File: src/lkvc_pkg.sv
// Package for the LRU key-value cache: sizes, command codes, controller states
// and the command struct passed from controller to datapath. No dependencies.
package lkvc_pkg;

    localparam int DEPTH     = 8;
    localparam int KEY_W     = 16;
    localparam int VAL_W     = 32;
    localparam int CAP_W     = 4;
    localparam int IDX_W     = (DEPTH > 1) ? $clog2(DEPTH) : 1;
    localparam int OCC_W     = $clog2(DEPTH + 1);
    localparam logic [CAP_W-1:0] CAP_RESET = CAP_W'(DEPTH);

    typedef enum logic {
        CMD_GET = 1'b0,
        CMD_PUT = 1'b1
    } t_cmd;

    typedef enum logic [1:0] {
        ST_IDLE = 2'b01,
        ST_EXEC = 2'b10
    } t_state;

    // controller -> datapath
    typedef struct packed {
        logic load;     // capture the incoming item
        logic exec;     // look up and update the entries
        logic cfg_we;   // write the capacity register
    } t_ctl_cmd;

endpackage

File: src/lkvc_ctrl.sv
// Controller of the LRU key-value cache: idle/execute state machine.
// Depends on lkvc_pkg.
module lkvc_ctrl
    import lkvc_pkg::*;
(
    input  logic     i_clk,
    input  logic     i_rst_n,
    input  logic     i_start,
    input  logic     i_cfg_valid,
    output logic     o_busy,
    output logic     o_cfg_ready,
    output t_ctl_cmd o_cmd
);

    t_state r_state, n_state;

    always_ff @(posedge i_clk) begin
        if (!i_rst_n) begin
            r_state <= ST_IDLE;
        end else begin
            r_state <= n_state;
        end
    end

    always_comb begin
        n_state = r_state;
        unique case (r_state)
            ST_IDLE: begin
                if (i_start) begin
                    n_state = ST_EXEC;
                end
            end
            ST_EXEC: begin
                n_state = ST_IDLE;
            end
            default: begin
                n_state = ST_IDLE;
            end
        endcase
    end

    assign o_busy      = (r_state != ST_IDLE);
    assign o_cfg_ready = (r_state == ST_IDLE);

    always_comb begin
        o_cmd.load   = (r_state == ST_IDLE) && i_start;
        o_cmd.exec   = (r_state == ST_EXEC);
        o_cmd.cfg_we = (r_state == ST_IDLE) && i_cfg_valid;
    end

endmodule

File: src/lkvc_dp.sv
// Datapath of the LRU key-value cache: entry registers, parallel key match,
// recency ranks, occupancy, capacity register and result registers.
// Depends on lkvc_pkg.
module lkvc_dp
    import lkvc_pkg::*;
(
    input  logic                    i_clk,
    input  logic                    i_rst_n,
    input  t_ctl_cmd                i_cmd,
    input  logic                    i_command,
    input  logic [KEY_W-1:0]        i_key,
    input  logic signed [VAL_W-1:0] i_value,
    input  logic [CAP_W-1:0]        i_cfg_data,
    output logic                    o_valid,
    output logic                    o_hit,
    output logic signed [VAL_W-1:0] o_read_value,
    output logic                    o_evicted,
    output logic [KEY_W-1:0]        o_evicted_key
);

    logic [KEY_W-1:0] r_keys   [DEPTH];
    logic [VAL_W-1:0] r_values [DEPTH];
    logic [IDX_W-1:0] r_rank   [DEPTH];
    logic [DEPTH-1:0] r_valid;
    logic [OCC_W-1:0] r_occ;
    logic [CAP_W-1:0] r_cap;

    t_cmd             r_in_cmd;
    logic [KEY_W-1:0] r_in_key;
    logic [VAL_W-1:0] r_in_val;

    logic             r_out_valid;
    logic             r_out_hit;
    logic [VAL_W-1:0] r_out_rd;
    logic             r_out_ev;
    logic [KEY_W-1:0] r_out_evk;

    logic [DEPTH-1:0] match_vec;
    logic [DEPTH-1:0] lru_vec;
    logic             hit;
    logic             has_free;
    logic [IDX_W-1:0] match_idx;
    logic [IDX_W-1:0] free_idx;
    logic [IDX_W-1:0] victim_idx;
    logic [IDX_W-1:0] tgt_idx;
    logic [IDX_W-1:0] tgt_rank;
    logic [OCC_W-1:0] occ_m1;
    logic [OCC_W-1:0] eff_cap;
    logic             can_fill;
    logic             do_fill;
    logic             do_evict;
    logic             do_touch;

    always_comb begin
        if (r_cap == '0) begin
            eff_cap = OCC_W'(1);
        end else if ({{(OCC_W > CAP_W ? OCC_W - CAP_W : 1){1'b0}}, r_cap}
                     > (OCC_W > CAP_W ? OCC_W : CAP_W + 1)'(DEPTH)) begin
            eff_cap = OCC_W'(DEPTH);
        end else begin
            eff_cap = OCC_W'(r_cap);
        end
    end

    assign occ_m1 = r_occ - OCC_W'(1);

    always_comb begin
        match_idx  = '0;
        free_idx   = '0;
        victim_idx = '0;
        has_free   = 1'b0;
        for (int i = DEPTH - 1; i >= 0; i--) begin
            match_vec[i] = r_valid[i] && (r_keys[i] == r_in_key);
            lru_vec[i]   = r_valid[i] && (OCC_W'(r_rank[i]) == occ_m1);
            if (match_vec[i]) begin
                match_idx = IDX_W'(i);
            end
            if (lru_vec[i]) begin
                victim_idx = IDX_W'(i);
            end
            if (!r_valid[i]) begin
                free_idx = IDX_W'(i);
                has_free = 1'b1;
            end
        end
    end

    assign hit      = |match_vec;
    assign can_fill = (r_occ < eff_cap) && has_free;
    assign do_fill  = !hit && (r_in_cmd == CMD_PUT) && can_fill;
    assign do_evict = !hit && (r_in_cmd == CMD_PUT) && !can_fill;
    assign do_touch = hit || do_evict;
    assign tgt_idx  = hit ? match_idx : (do_fill ? free_idx : victim_idx);
    assign tgt_rank = r_rank[tgt_idx];

    always_ff @(posedge i_clk) begin
        if (!i_rst_n) begin
            r_valid     <= '0;
            r_occ       <= '0;
            r_cap       <= CAP_RESET;
            r_out_valid <= 1'b0;
            for (int i = 0; i < DEPTH; i++) begin
                r_rank[i] <= '0;
            end
        end else begin
            r_out_valid <= i_cmd.exec;
            if (i_cmd.cfg_we) begin
                r_cap <= i_cfg_data;
            end
            if (i_cmd.exec) begin
                for (int i = 0; i < DEPTH; i++) begin
                    if (IDX_W'(i) == tgt_idx && (do_touch || do_fill)) begin
                        r_rank[i] <= '0;
                    end else if (r_valid[i] && (do_fill ||
                                 (do_touch && r_rank[i] < tgt_rank))) begin
                        r_rank[i] <= r_rank[i] + IDX_W'(1);
                    end
                end
                if (do_fill) begin
                    r_valid[tgt_idx] <= 1'b1;
                    r_occ            <= r_occ + OCC_W'(1);
                end
            end
        end
    end

    always_ff @(posedge i_clk) begin
        if (i_cmd.load) begin
            r_in_cmd <= t_cmd'(i_command);
            r_in_key <= i_key;
            r_in_val <= i_value;
        end
        if (i_cmd.exec) begin
            if (r_in_cmd == CMD_PUT) begin
                r_values[tgt_idx] <= r_in_val;
                if (!hit) begin
                    r_keys[tgt_idx] <= r_in_key;
                end
            end
            r_out_hit <= hit;
            r_out_rd  <= (hit && r_in_cmd == CMD_GET) ? r_values[match_idx] : '0;
            r_out_ev  <= do_evict;
            r_out_evk <= do_evict ? r_keys[victim_idx] : '0;
        end
    end

    assign o_valid       = r_out_valid;
    assign o_hit         = r_out_hit;
    assign o_read_value  = r_out_rd;
    assign o_evicted     = r_out_ev;
    assign o_evicted_key = r_out_evk;

endmodule

File: src/lru_key_value_cache_unit.sv
// Top level of the LRU key-value cache: controller plus datapath.
// Depends on lkvc_pkg, lkvc_ctrl and lkvc_dp.
//
// Usage:
//   Command channel: drive i_command (0 get, 1 put), i_key, i_value and
//   raise start; the item is taken at an edge where start is high and busy
//   is low. busy is then high in the execute state while the eight
//   entries are matched in parallel and ranks, keys and values are updated.
//   Result channel: o_valid is high for exactly one cycle with o_hit,
//   o_read_value, o_evicted and o_evicted_key; it is registered at the end of
//   the execute state. The receiver cannot hold results off.
//   Items: a new one is taken only when idle, not in the single execute state of
//   the controller; the next item may start while the previous result shows.
//   Configuration: i_cfg_data (capacity in use) is written when i_cfg_valid
//   and o_cfg_ready are both high; o_cfg_ready is high whenever idle.
//   Reset (i_rst_n low, synchronous): all entries invalid, occupancy zero,
//   capacity eight, no result pending. Key and value storage is not cleared.
module lru_key_value_cache_unit
    import lkvc_pkg::*;
(
    input  logic                    i_clk,
    input  logic                    i_rst_n,
    input  logic                    start,
    output logic                    busy,
    input  logic                    i_command,
    input  logic [KEY_W-1:0]        i_key,
    input  logic signed [VAL_W-1:0] i_value,
    output logic                    o_valid,
    output logic                    o_hit,
    output logic signed [VAL_W-1:0] o_read_value,
    output logic                    o_evicted,
    output logic [KEY_W-1:0]        o_evicted_key,
    input  logic                    i_cfg_valid,
    output logic                    o_cfg_ready,
    input  logic [CAP_W-1:0]        i_cfg_data
);

    t_ctl_cmd cmd;

    lkvc_ctrl u_ctrl (
        .i_clk       (i_clk),
        .i_rst_n     (i_rst_n),
        .i_start     (start),
        .i_cfg_valid (i_cfg_valid),
        .o_busy      (busy),
        .o_cfg_ready (o_cfg_ready),
        .o_cmd       (cmd)
    );

    lkvc_dp u_dp (
        .i_clk         (i_clk),
        .i_rst_n       (i_rst_n),
        .i_cmd         (cmd),
        .i_command     (i_command),
        .i_key         (i_key),
        .i_value       (i_value),
        .i_cfg_data    (i_cfg_data),
        .o_valid       (o_valid),
        .o_hit         (o_hit),
        .o_read_value  (o_read_value),
        .o_evicted     (o_evicted),
        .o_evicted_key (o_evicted_key)
    );

endmodule

File: config.mk
export PLATFORM = sky130hd
export DESIGN_NAME = lru_key_value_cache_unit
export DESIGN_NICKNAME = d
export VERILOG_FILES = /design/src/lkvc_pkg.sv /design/src/lkvc_ctrl.sv /design/src/lkvc_dp.sv /design/src/lru_key_value_cache_unit.sv
export SDC_FILE = /design/constraint.sdc
export NUM_CORES = 1
export LEC_CHECK = 0
export BUFFER_PORTS_ARGS = -buffer_cell sky130_fd_sc_hd__buf_2
export CORE_MARGIN = 2
export CORE_UTILIZATION = 30
export DETAILED_ROUTE_END_ITERATION = 16
export REMOVE_ABC_BUFFERS = 1
export SLEW_MARGIN = 30
export SYNTH_ARGS = -nofsm -noshare
export SYNTH_HDL_FRONTEND = slang
export SYNTH_SLANG_ARGS = --single-unit
export TNS_END_PERCENT = 50
File: constraint.sdc
create_clock -name i_clk -period 5.1 [get_ports i_clk]
set_clock_uncertainty 0.2 [all_clocks]
set_input_delay 0.51 -clock i_clk [delete_from_list [all_inputs] [get_ports i_clk]]
set_output_delay 0.51 -clock i_clk [all_outputs]
set_load 0.02 [all_outputs]
==> results.toml, run 1 <==
[yosys]
synth.distinct_cells = 83
yosysSeqAreaShare_pct = 65.0
syn_inst = 1695
synth_edf_count = 507
synth_top_area_share_pct = 63.4
synthTopCellsByArea = "edfxtp_1, mux2_2, mux2i_1"
yosys-top-cells-count = "edfxtp_1, nor2_1, xnor2_1"
synth_flop_cell = "edfxtp_1"
yosys.area.top_type = "edfxtp_1"
synth_seq_cells = 526
yosys_warnings = 0
syn_avg_cell_area_sq_um = 14.2
synth.most_common_cell = "edfxtp_1"
async_reset_ff_share_pct = 0
synthesis.area_sq_um = 24000

[setup_path]
critPathMaxStageDelay_ps = 530
reg2regPathDepth = 17
crit_type = "flip-flop to flip-flop"
critPathBufInv = 2
r2r_start = "u_dp.r_in_key[8]"
cp_top_family = "simple AND/OR/NAND/NOR gates"
endpoint_kind = "flip-flop"
required_ps = 5210
cp-start-kind = "flip-flop"
cpMaxStageDelayCell = "edfxtp_1"
worstPathCellList = "buf_4 -> xor2_1 -> or4_1 -> or4_1 -> o22a_2 -> nand4_2 -> a211oi_2 -> nor2_2 -> mux2_2 -> nor2_1 -> a211oi_1 -> a21oi_1 -> buf_4 -> ha_1 -> or3_1 -> a2111o_1 -> nand4_1"
worst-path-stages = 17
worstSetupStartpoint = "u_dp.r_in_key[8]"
crit_path_max_fanout = 7
critPathArrivalTime_ps = 5060

[clocking]
root_buffer = "clkbuf_16"
cts.sinks = 526
htree_levels = 2
cts_made_buffers = 57
cts_tree = "done"
clk_latency_ps = 640
clk_pin_slew_ps = 60
clockBufferDepth = 3

[sta]
setup_slack_ps = 155
finalHoldViolCount = 0
finalSetupViolCount = 0
worst_pin_slew_ps = 975
rsz0062_at_grt = "true"
hold-worst-slack_ps = 51.7
fmax_mhz = 202
min_period_ps = 4940
layout_worst_path_cycle_share_pct = 97.0
drv_slew = 0
slew_headroom_pct = 35.0

[power_and_ir_drop]
p_leak_nw = 10.2
p_per_area_nw_per_um2 = 329
peakVddDrop_mv = 0.285

[layout]
fillers = 7510
seqCellArea_sq_um = 15600
multi_input_area_sq_um = 8110
drive_gt1_share_pct = 25.9
syn2layout_area_growth_pct = 23.8
fin_nets = 2070

[worst_hold_path]
min_from = "i_cfg_valid"
whs_path_depth = 3
hold_path_class = "primary input to flip-flop"

[global_routing]
grt_pass1_vias = 15700
antenna_found_initial = 2
grt_pass1_wl_microns = 98600
overflow = 0
grt.total_usage_pct = 15.9
grt_max_degree = 97

[floorplan]
coreArea_sq_um = 79100
ios = 110
die_y_microns = 287
rows = 103
die-area_sq_um = 82300
fp.dieW_microns = 287
initial_core_util_pct = 30.3

[drt]
vias = 15300
routedWlPerCell_microns = 21.5
vias_per_cell = 4.96
drtPass1Iterations = 5
drtIter0Drc = 1021
drc_errors = 0
routed_wl_microns = 66600
ant_nets = 0

[place]
dpl_worst_slack_ps = -6.45
io_buffers = 109
place_congestion = 0.907
dpl.hpwl_microns = 44100

[status]
status = "completed"

[run]
drv_cap = 0
## state kept, by name (all words and copies together), names as in the netlist
register,flops
u_ctrl.r_state,2
u_dp.o_evicted,1
u_dp.o_evicted_key,16
u_dp.o_hit,1
u_dp.o_read_value,32
u_dp.o_valid,1
u_dp.r_cap,4
u_dp.r_in_cmd,1
u_dp.r_in_key,16
u_dp.r_in_val,32
u_dp.r_keys,128
u_dp.r_occ,4
u_dp.r_rank,24
u_dp.r_valid,8
u_dp.r_values,256
## placed cells by master (no fill, tap or decap), drive strengths merged, types with 25 or more instances in the layout
cell type	Yosys	layout
a211oi	38	38
nor3	29	29
mux2i	98	98
edfxtp	507	507
mux2	100	100
xor2	50	50
a21oi	100	100
nor2	152	152
buf	51	276
clkbuf	44	62
nand3	30	30
nand2	49	49
xnor2	108	108
clkinv	0	25
nand4	44	44
dlygate4sd3	0	57
## layer usage
metal	wire, microns	up-vias	global-route usage [%]
met5	0	-	0
met4	2090	0	5.69
met3	3530	129	2.41
met2	33100	487	27.9
met1	27900	7621	20.0
li1	-	7103	-
## what timing repair did
item | in CTS | in global routing
setup endpoints to repair | 14 | 47
pin swaps | 0 | 4
gates resized for setup | 1 | 18
hold buffers | 57 | 0
buffers inserted | 0 | 13
endpoints found under the hold margin | 55 | 0
## kinds of logic (layout without fill, tap and decap cells)
logic type,count (synthesis),after routing,synth area share (%)
adder cells (fa/ha/maj),22,22,1.14
other,0,1,0
buffers and inverters,110,455,2.13
flip-flops,526,526,65.0
AO/OA/AOI/OAI,278,278,8.20
AND/OR/NAND/NOR,395,395,8.21
multiplexers,198,198,8.78
XOR/XNOR,166,166,6.53
## worst paths after layout
kind	slack, ps	to
min reg2reg	300	u_dp.r_cap[0]
max reg2reg	160	u_dp.r_rank[6][1]
max	160	u_dp.r_rank[6][1]
min	50	u_dp.r_cap[0]
## worst min-delay path: stages
cell and delay (ps):
buf_2 130, nand3_1 80, a21boi_0 90
## report_power, final
| part | total, mW | switching (mW) | internal, mW | leakage (nW) |
|---|---|---|---|---|
| Clock | 4.48 | 1.80 | 2.68 | 0.984 |
| Sequential | 4.85 | 0.0625 | 4.79 | 4.82 |
| Combinational | 0.452 | 0.257 | 0.195 | 4.41 |
| Total | 9.79 | 2.12 | 7.66 | 10.2 |
## area by class of cell
| cell class | instances | share of cell area (%) |
|---|---|---|
| Sequential cell | 526 | 52.5 |
| Multi-Input combinational cell | 1059 | 27.3 |
| Timing Repair Buffer | 333 | 8.62 |
| Clock buffer | 62 | 4.86 |
| Tap cell | 1050 | 4.42 |
| Clock inverter | 45 | 2.08 |
| Inverter | 15 | 0.190 |
| Antenna cell | 1 | 0.00842 |
## through the flow
| stage | total power [mW] | setup TNS [ps] | std cells | utilization, % | cell area [sq um] |
|---|---|---|---|---|---|
| 2_1_floorplan | 5.12 | -626270 | 1600 | - | 23500 |
| 3_3_place_gp | 5.34 | 0 | 2913 | 33.9 | 26900 |
| 3_5_place_dp | 5.35 | -19.3 | 2913 | 33.9 | 26900 |
| 4_1_cts | 9.88 | 0 | 3077 | 37.3 | 29500 |
| 5_1_grt | 10.1 | -199 | 3090 | 37.5 | 29700 |
| 6_report | 9.79 | 0 | 3091 | 37.5 | 29700 |
Power figures use the tool's default switching activity.
==> run 2: changes to the inputs <==
--- a/config.mk
+++ b/config.mk
@@ -5,6 +5,7 @@
 export SDC_FILE = /design/constraint.sdc
 export NUM_CORES = 1
 export LEC_CHECK = 0
+export ABC_AREA = 1
 export BUFFER_PORTS_ARGS = -buffer_cell sky130_fd_sc_hd__buf_2
 export CORE_MARGIN = 2
 export CORE_UTILIZATION = 30
==> run 2 against run 1 <==
  * Hold slack improved by 1.8 ps
  * Synthesized cell count rose by 45%
  * Register-to-register slack improved by 290 ps
  * Design area shrank 1.8%
  * Clock power down 12%
  * Global-route usage up 1.5 points
  * Cell count increased by 21%
  * Count of clock-buffer cells in the layout did not move
  * Maximum frequency is 6.2% higher
  * Synthesized area is 2.7% higher
  * Via count up 20%
==> results.toml, run 2 <==
[floorplan]
coreArea_sq_um = 81700
ios = 110
die_y_microns = 291
rows = 105
initial_core_util_pct = 30.2
die-area_sq_um = 84500
fp.dieW_microns = 291

[run]
drv_cap = 0

[yosys]
synth.distinct_cells = 50
yosys_warnings = 0
synthesis.area_sq_um = 24700
async_reset_ff_share_pct = 0
synth_seq_cells = 526
synth_top_area_share_pct = 61.7
synth_flop_cell = "edfxtp_1"
syn_inst = 2453
synth.most_common_cell = "nand2_1"
synthTopCellsByArea = "edfxtp_1, nand2_1, nor2_1"
synth_edf_count = 507
yosys.area.top_type = "edfxtp_1"
yosysSeqAreaShare_pct = 63.3
syn_avg_cell_area_sq_um = 10.1
yosys-top-cells-count = "nand2_1, edfxtp_1, nor2_1"

[setup_path]
crit_path_max_fanout = 18
worstSetupStartpoint = "u_dp.r_in_key[14]"
timing.critical_path.mode_cell = "nand2_1"
critPathBufInv = 3
crit_type = "flip-flop to flip-flop"
r2r_end = "u_dp.r_rank[4][0]"
cp_top_family = "simple AND/OR/NAND/NOR gates"
required_ps = 5210
r2r_slack_ps = 450
reg2regPathDepth = 23
endpoint_kind = "flip-flop"
worst-path-stages = 23
cp-start-kind = "flip-flop"
critPathArrivalTime_ps = 4770
r2r_start = "u_dp.r_in_key[14]"
critPathMaxStageDelay_ps = 700
cpMaxStageDelayCell = "edfxtp_1"
worstPathCellList = "xnor2_1 -> nand3_1 -> nor2_1 -> nand3_1 -> nand2_1 -> nor2_4 -> nand4_1 -> nand2_1 -> nand2_1 -> nand2_4 -> inv_4 -> nor2_1 -> inv_1 -> o21ai_0 -> o32a_1 -> ha_1 -> nand2_1 -> inv_1 -> nand2_1 -> nand2_1 -> nand2_1 -> nand2_2 -> nand2_1"
endpoint = "u_dp.r_rank[4][0]"

[layout]
drive_gt1_share_pct = 12.4
largest_register_ffs = 256
layout_top_registers = "u_dp.r_values: 256 flops, u_dp.r_keys: 128 flops"
final_common_cell = "nand2_1"
fin_nets = 2713
layout_common_cells = "nand2_1, edfxtp_1, nor2_1"
final_cells = 3749
syn2layout_area_growth_pct = 18.3
seqCellArea_sq_um = 15600
fillers = 8204
regMostFlops = "u_dp.r_values"
fin_util_pct = 35.7
multi_input_area_sq_um = 7900
diodes = 0

[drt]
vias = 18400
ant_nets = 0
routed_wl_microns = 75700
drtIter0Drc = 1638
drc_errors = 0
drtPass1Iterations = 6
routedWlPerCell_microns = 20.2
vias_per_cell = 4.91

[sta]
fmax_mhz = 215
setup_slack_ps = 445
finalSetupViolCount = 0
rsz0062_at_grt = "false"
hold-worst-slack_ps = 53.4
drv_slew = 0
min_period_ps = 4650
finalHoldViolCount = 0
slew_headroom_pct = 36.8
worst_pin_slew_ps = 947
layout_worst_path_cycle_share_pct = 91.3

[power_and_ir_drop]
peakVddDrop_mv = 0.265
p_leak_nw = 11.3
totalPowerFinal_mw = 9.30
p_per_area_nw_per_um2 = 319

[clocking]
clk_pin_slew_ps = 80
clockBufferDepth = 3
clk_latency_ps = 620
cts.sinks = 526
cts_tree = "done"
cts_resized = 0
root_buffer = "clkbuf_16"
htree_levels = 2
cts_made_buffers = 54

[place]
placed_cells = 3591
place_congestion = 0.991
io_buffers = 109
dpl.hpwl_microns = 50700
dpl_worst_slack_ps = 459

[status]
status = "completed"

[global_routing]
grt_pass1_vias = 17700
grt_max_degree = 97
grt.total_usage_pct = 17.5
overflow = 0
grt_pass1_wl_microns = 112000
antenna_found_initial = 0

[worst_hold_path]
hold_path_class = "primary input to flip-flop"
## run 2: changes by cell type after synthesis, sizes merged, moves of 30 or more
| cell | previous run | this run |
|---|---|---|
| o21ai | 24 | 227 |
| a211oi | 38 | 5 |
| xor2 | 50 | 15 |
| xnor2 | 108 | 30 |
| mux2 | 100 | 0 |
| nand4 | 44 | 14 |
| a31oi | 2 | 52 |
| mux2i | 98 | 0 |
| nor2 | 152 | 351 |
| nand2 | 49 | 590 |
| o21bai | 1 | 32 |
| o221ai | 2 | 33 |
| nand3 | 30 | 76 |
| inv | 15 | 239 |
## run 2: worst min-delay path by stage
stage	start	end	cells after the start
2_1_floorplan	u_dp.r_cap[0]	u_dp.r_cap[0]	2
3_3_place_gp	u_dp.r_cap[3]	u_dp.r_cap[3]	2
3_5_place_dp	u_dp.r_cap[3]	u_dp.r_cap[3]	2
4_1_cts	i_cfg_data[1]	u_dp.r_cap[1]	3
5_1_grt	i_cfg_data[1]	u_dp.r_cap[1]	3
6_report	i_cfg_data[1]	u_dp.r_cap[1]	3
## run 2: power by group
group / total [mW] / switching (mW) / internal, mW
clock: 3.94 / 1.73 / 2.21
combinational: 0.485 / 0.318 / 0.166
sequential: 4.87 / 0.0772 / 4.79
## run 2: layout make-up
cell class,count,area share [%]
sequential,526,53.5
multi-input combinational,1592,27.1
timing repair buffer,221,5.71
clock buffer,62,4.73
tap,1070,4.59
inverter,240,3.10
clock inverter,38,1.32
## run 2: metrics by stage
step / area (sq um) / setup TNS, ps
CTS: 29100 / 0
detailed placement: 26800 / 0
global placement: 26800 / 0
global route: 29200 / 0
floorplan: 24300 / -357100
finish: 29200 / 0
## run 2: worst min-delay path, cell delays in order
cell,delay (ps)
buf_2,100
nand3_1,130
a21oi_1,80
## run 2: kinds of logic (layout without fill, tap and decap cells)
group           count (synthesis)  count (layout)  share of synthesized area (%)
buf+inv                       335             561                           5.31
xor+xnor                       45              45                           1.63
flops                         526             526                           63.3
simple gates                 1059            1059                           17.6
compound gates                467             467                           11.1
fa+ha+maj                      21              21                           1.07
## run 2: what timing repair did
action                                 CTS  global route
endpoints found under the hold margin   53             0
hold buffers                            53             0
setup endpoints to repair                0            18
buffers inserted                         0             4
## run 2: per-layer routing
metal / routed length [microns] / share of wire, % / GRT usage, % / up-vias
met1: 33600 / 44 / 23.5 / 8840
met2: 35600 / 47 / 29.0 / 665
li1: - / - / - / 8764
met4: 2160 / 2.9 / 5.30 / 0
met5: 0 / 0 / 0 / -
met3: 4370 / 5.8 / 2.65 / 127
==> run 3: changes to the inputs <==
--- a/config.mk
+++ b/config.mk
@@ -10,6 +10,7 @@
 export CORE_MARGIN = 2
 export CORE_UTILIZATION = 30
 export DETAILED_ROUTE_END_ITERATION = 16
+export RECOVER_POWER = 100
 export REMOVE_ABC_BUFFERS = 1
 export SLEW_MARGIN = 30
 export SYNTH_ARGS = -nofsm -noshare
==> run 3 against run 2 <==
  * The flow now finishes with violations (capacitance limit, slew limit)
  * Sequential share of layout area is 0.67 points higher
  * Flip-flop and latch count stayed put
  * Via count is 0.34% lower
  * Worst setup slack worse by 63 ps
  * Core utilization is 0.44 points lower
  * Die area stayed put
  * Global-route usage stayed put
  * Non-clock buffer count stayed put
  * First-iteration DRC count is 3.4% higher
  * Clock power hardly changed
==> results.toml, run 3 (same netlist as run 2, synthesis figures left out) <==
[status]
status = "finished with violations"
violations = "capacitance limit, slew limit"

[power_and_ir_drop]
p_per_area_nw_per_um2 = 322
totalPowerFinal_mw = 9.29
power.internal_mw = 7.16
seqPwrFrac_pct = 52.4
combPwrFrac_pct = 5.1
p_sw_mw = 2.13
peakVddDrop_mv = 0.266
switching_share_pct = 22.9
p_leak_nw = 11.0
clockPowerShare_pct = 42.5

[clocking]
cts.sinks = 526
clockBufferDepth = 3
clk_latency_ps = 630
htree_levels = 2
clk_pin_slew_ps = 80
root_buffer = "clkbuf_16"
cts_made_buffers = 54
cts_tree = "done"

[worst_hold_path]
hold_path_class = "primary input to flip-flop"

[global_routing]
overflow = 0
use_met3_pct = 2.65
grt.met1_usage_pct = 23.5
grt_pass1_vias = 17700
gr-max-usage-layer = "met2"
grt.total_usage_pct = 17.5
grt_pass1_wl_microns = 112000
grt_max_degree = 97
antenna_found_initial = 0
grt.met2_usage_pct = 29.0

[setup_path]
critPathArrivalTime_ps = 4840
endpoint_kind = "flip-flop"
cp-start-kind = "flip-flop"
crit_type = "flip-flop to flip-flop"
required_ps = 5220
crit_path_max_fanout = 18

[run]
drv_cap = 2

[place]
place_congestion = 0.991
placed_cells = 3591
dpl.hpwl_microns = 50700
io_buffers = 109

[sta]
worst_pin_slew_ps = 3350
min_period_ps = 4720
finalHoldViolCount = 0
slew_headroom_pct = -124
final.setup.tns_ps = 0
drv_slew = 122
finalSetupViolCount = 0
layout_worst_path_cycle_share_pct = 92.5
rsz0062_at_grt = "false"
hold-worst-slack_ps = 45.8
fmax_mhz = 212

[layout]
syn2layout_area_growth_pct = 16.9
final_common_cell = "nand2_1"
final_cells = 3749
fin_util_pct = 35.3
diodes = 0
layout_common_cells = "nand2_1, edfxtp_1, nor2_1"
drive_gt1_share_pct = 8.81
largest_register_ffs = 256
layout_top_registers = "u_dp.r_values: 256 flops, u_dp.r_keys: 128 flops"
fin_nets = 2713
regMostFlops = "u_dp.r_values"

[drt]
drc_errors = 0
drtIter0Drc = 1693
vias_per_cell = 4.89
ant_nets = 0
drtPass1Iterations = 6
routed_wl_microns = 75800
routedWlPerCell_microns = 20.2
vias = 18300

[floorplan]
rows = 105
die_y_microns = 291
die-area_sq_um = 84500
initial_core_util_pct = 30.2
fp.dieW_microns = 291
coreArea_sq_um = 81700
ios = 110
run 3: repair_timing:
| action | CTS | global route |
|---|---|---|
| setup buffers | 0 | 4 |
| hold endpoints to repair | 53 | 0 |
| resized for setup | 0 | 0 |
| hold buffers | 53 | 0 |
| endpoints found under the setup margin | 0 | 18 |
run 3: final cells by class:
class                      instances  area, sq um
inverter                         240          905
clock inverter                    38          384
clock buffer                      62         1380
timing repair buffer             221         1410
sequential                       526        15600
multi-input combinational       1592         7800
tap                             1070         1340
fill                            8297        52900
run 3: critical path, stage by stage, from the launching register on:
cell      delay [ps]
edfxtp_1         700
xnor2_1          490
nand3_1          170
nor2_1           180
nand3_1          110
nand2_1          230
nor2_4            80
nand4_1          200
nand2_1           80
nand2_1          110
nand2_4          100
inv_4            100
nand2_1          200
o22ai_1          250
o32a_1           420
ha_1             310
nand2_1           70
inv_1             30
nand2_1           50
nand2_1           50
nand2_1           50
nand2_1           90
nand2_1          130
run 3: routing by layer:
metal | routed length, microns | up-vias
met3 | 4570 | 135
li1 | - | 8768
met1 | 33300 | 8745
met4 | 2250 | 0
met5 | 0 | -
met2 | 35700 | 686
run 3: stage by stage:
| step | cell area (sq um) | setup slack [ps] |
|---|---|---|
| 3_5_place_dp | 26800 | 459 |
| 6_report | 28800 | 383 |
| 2_1_floorplan | 24300 | -1410 |
| 5_1_grt | 28800 | 60.1 |
| 4_1_cts | 29100 | 458 |
| 3_3_place_gp | 26800 | 509 |
run 3: path summary, 6_finish.rpt:
path | endpoint | start | slack (ps) | cells past startpoint
setup / recovery | u_dp.r_rank[7][1] | u_dp.r_in_key[14] | 380 | 22
hold / removal | u_dp.r_cap[1] | i_cfg_data[1] | 50 | 3
setup reg to reg | u_dp.r_rank[7][1] | u_dp.r_in_key[14] | 380 | 22
hold reg to reg | u_dp.r_cap[0] | u_dp.r_cap[0] | 270 | 2
run 3: power groups by stage:
| stage | Clock, mW | Combinational (mW) | Sequential (mW) |
|---|---|---|---|
| after floorplan | 0 | 0.254 | 4.94 |
| after global placement | 0 | 0.438 | 4.96 |
| after detailed placement | 0 | 0.442 | 4.96 |
| after CTS | 4.03 | 0.477 | 4.87 |
| after global routing | 4.18 | 0.518 | 4.88 |
| final | 3.95 | 0.469 | 4.87 |
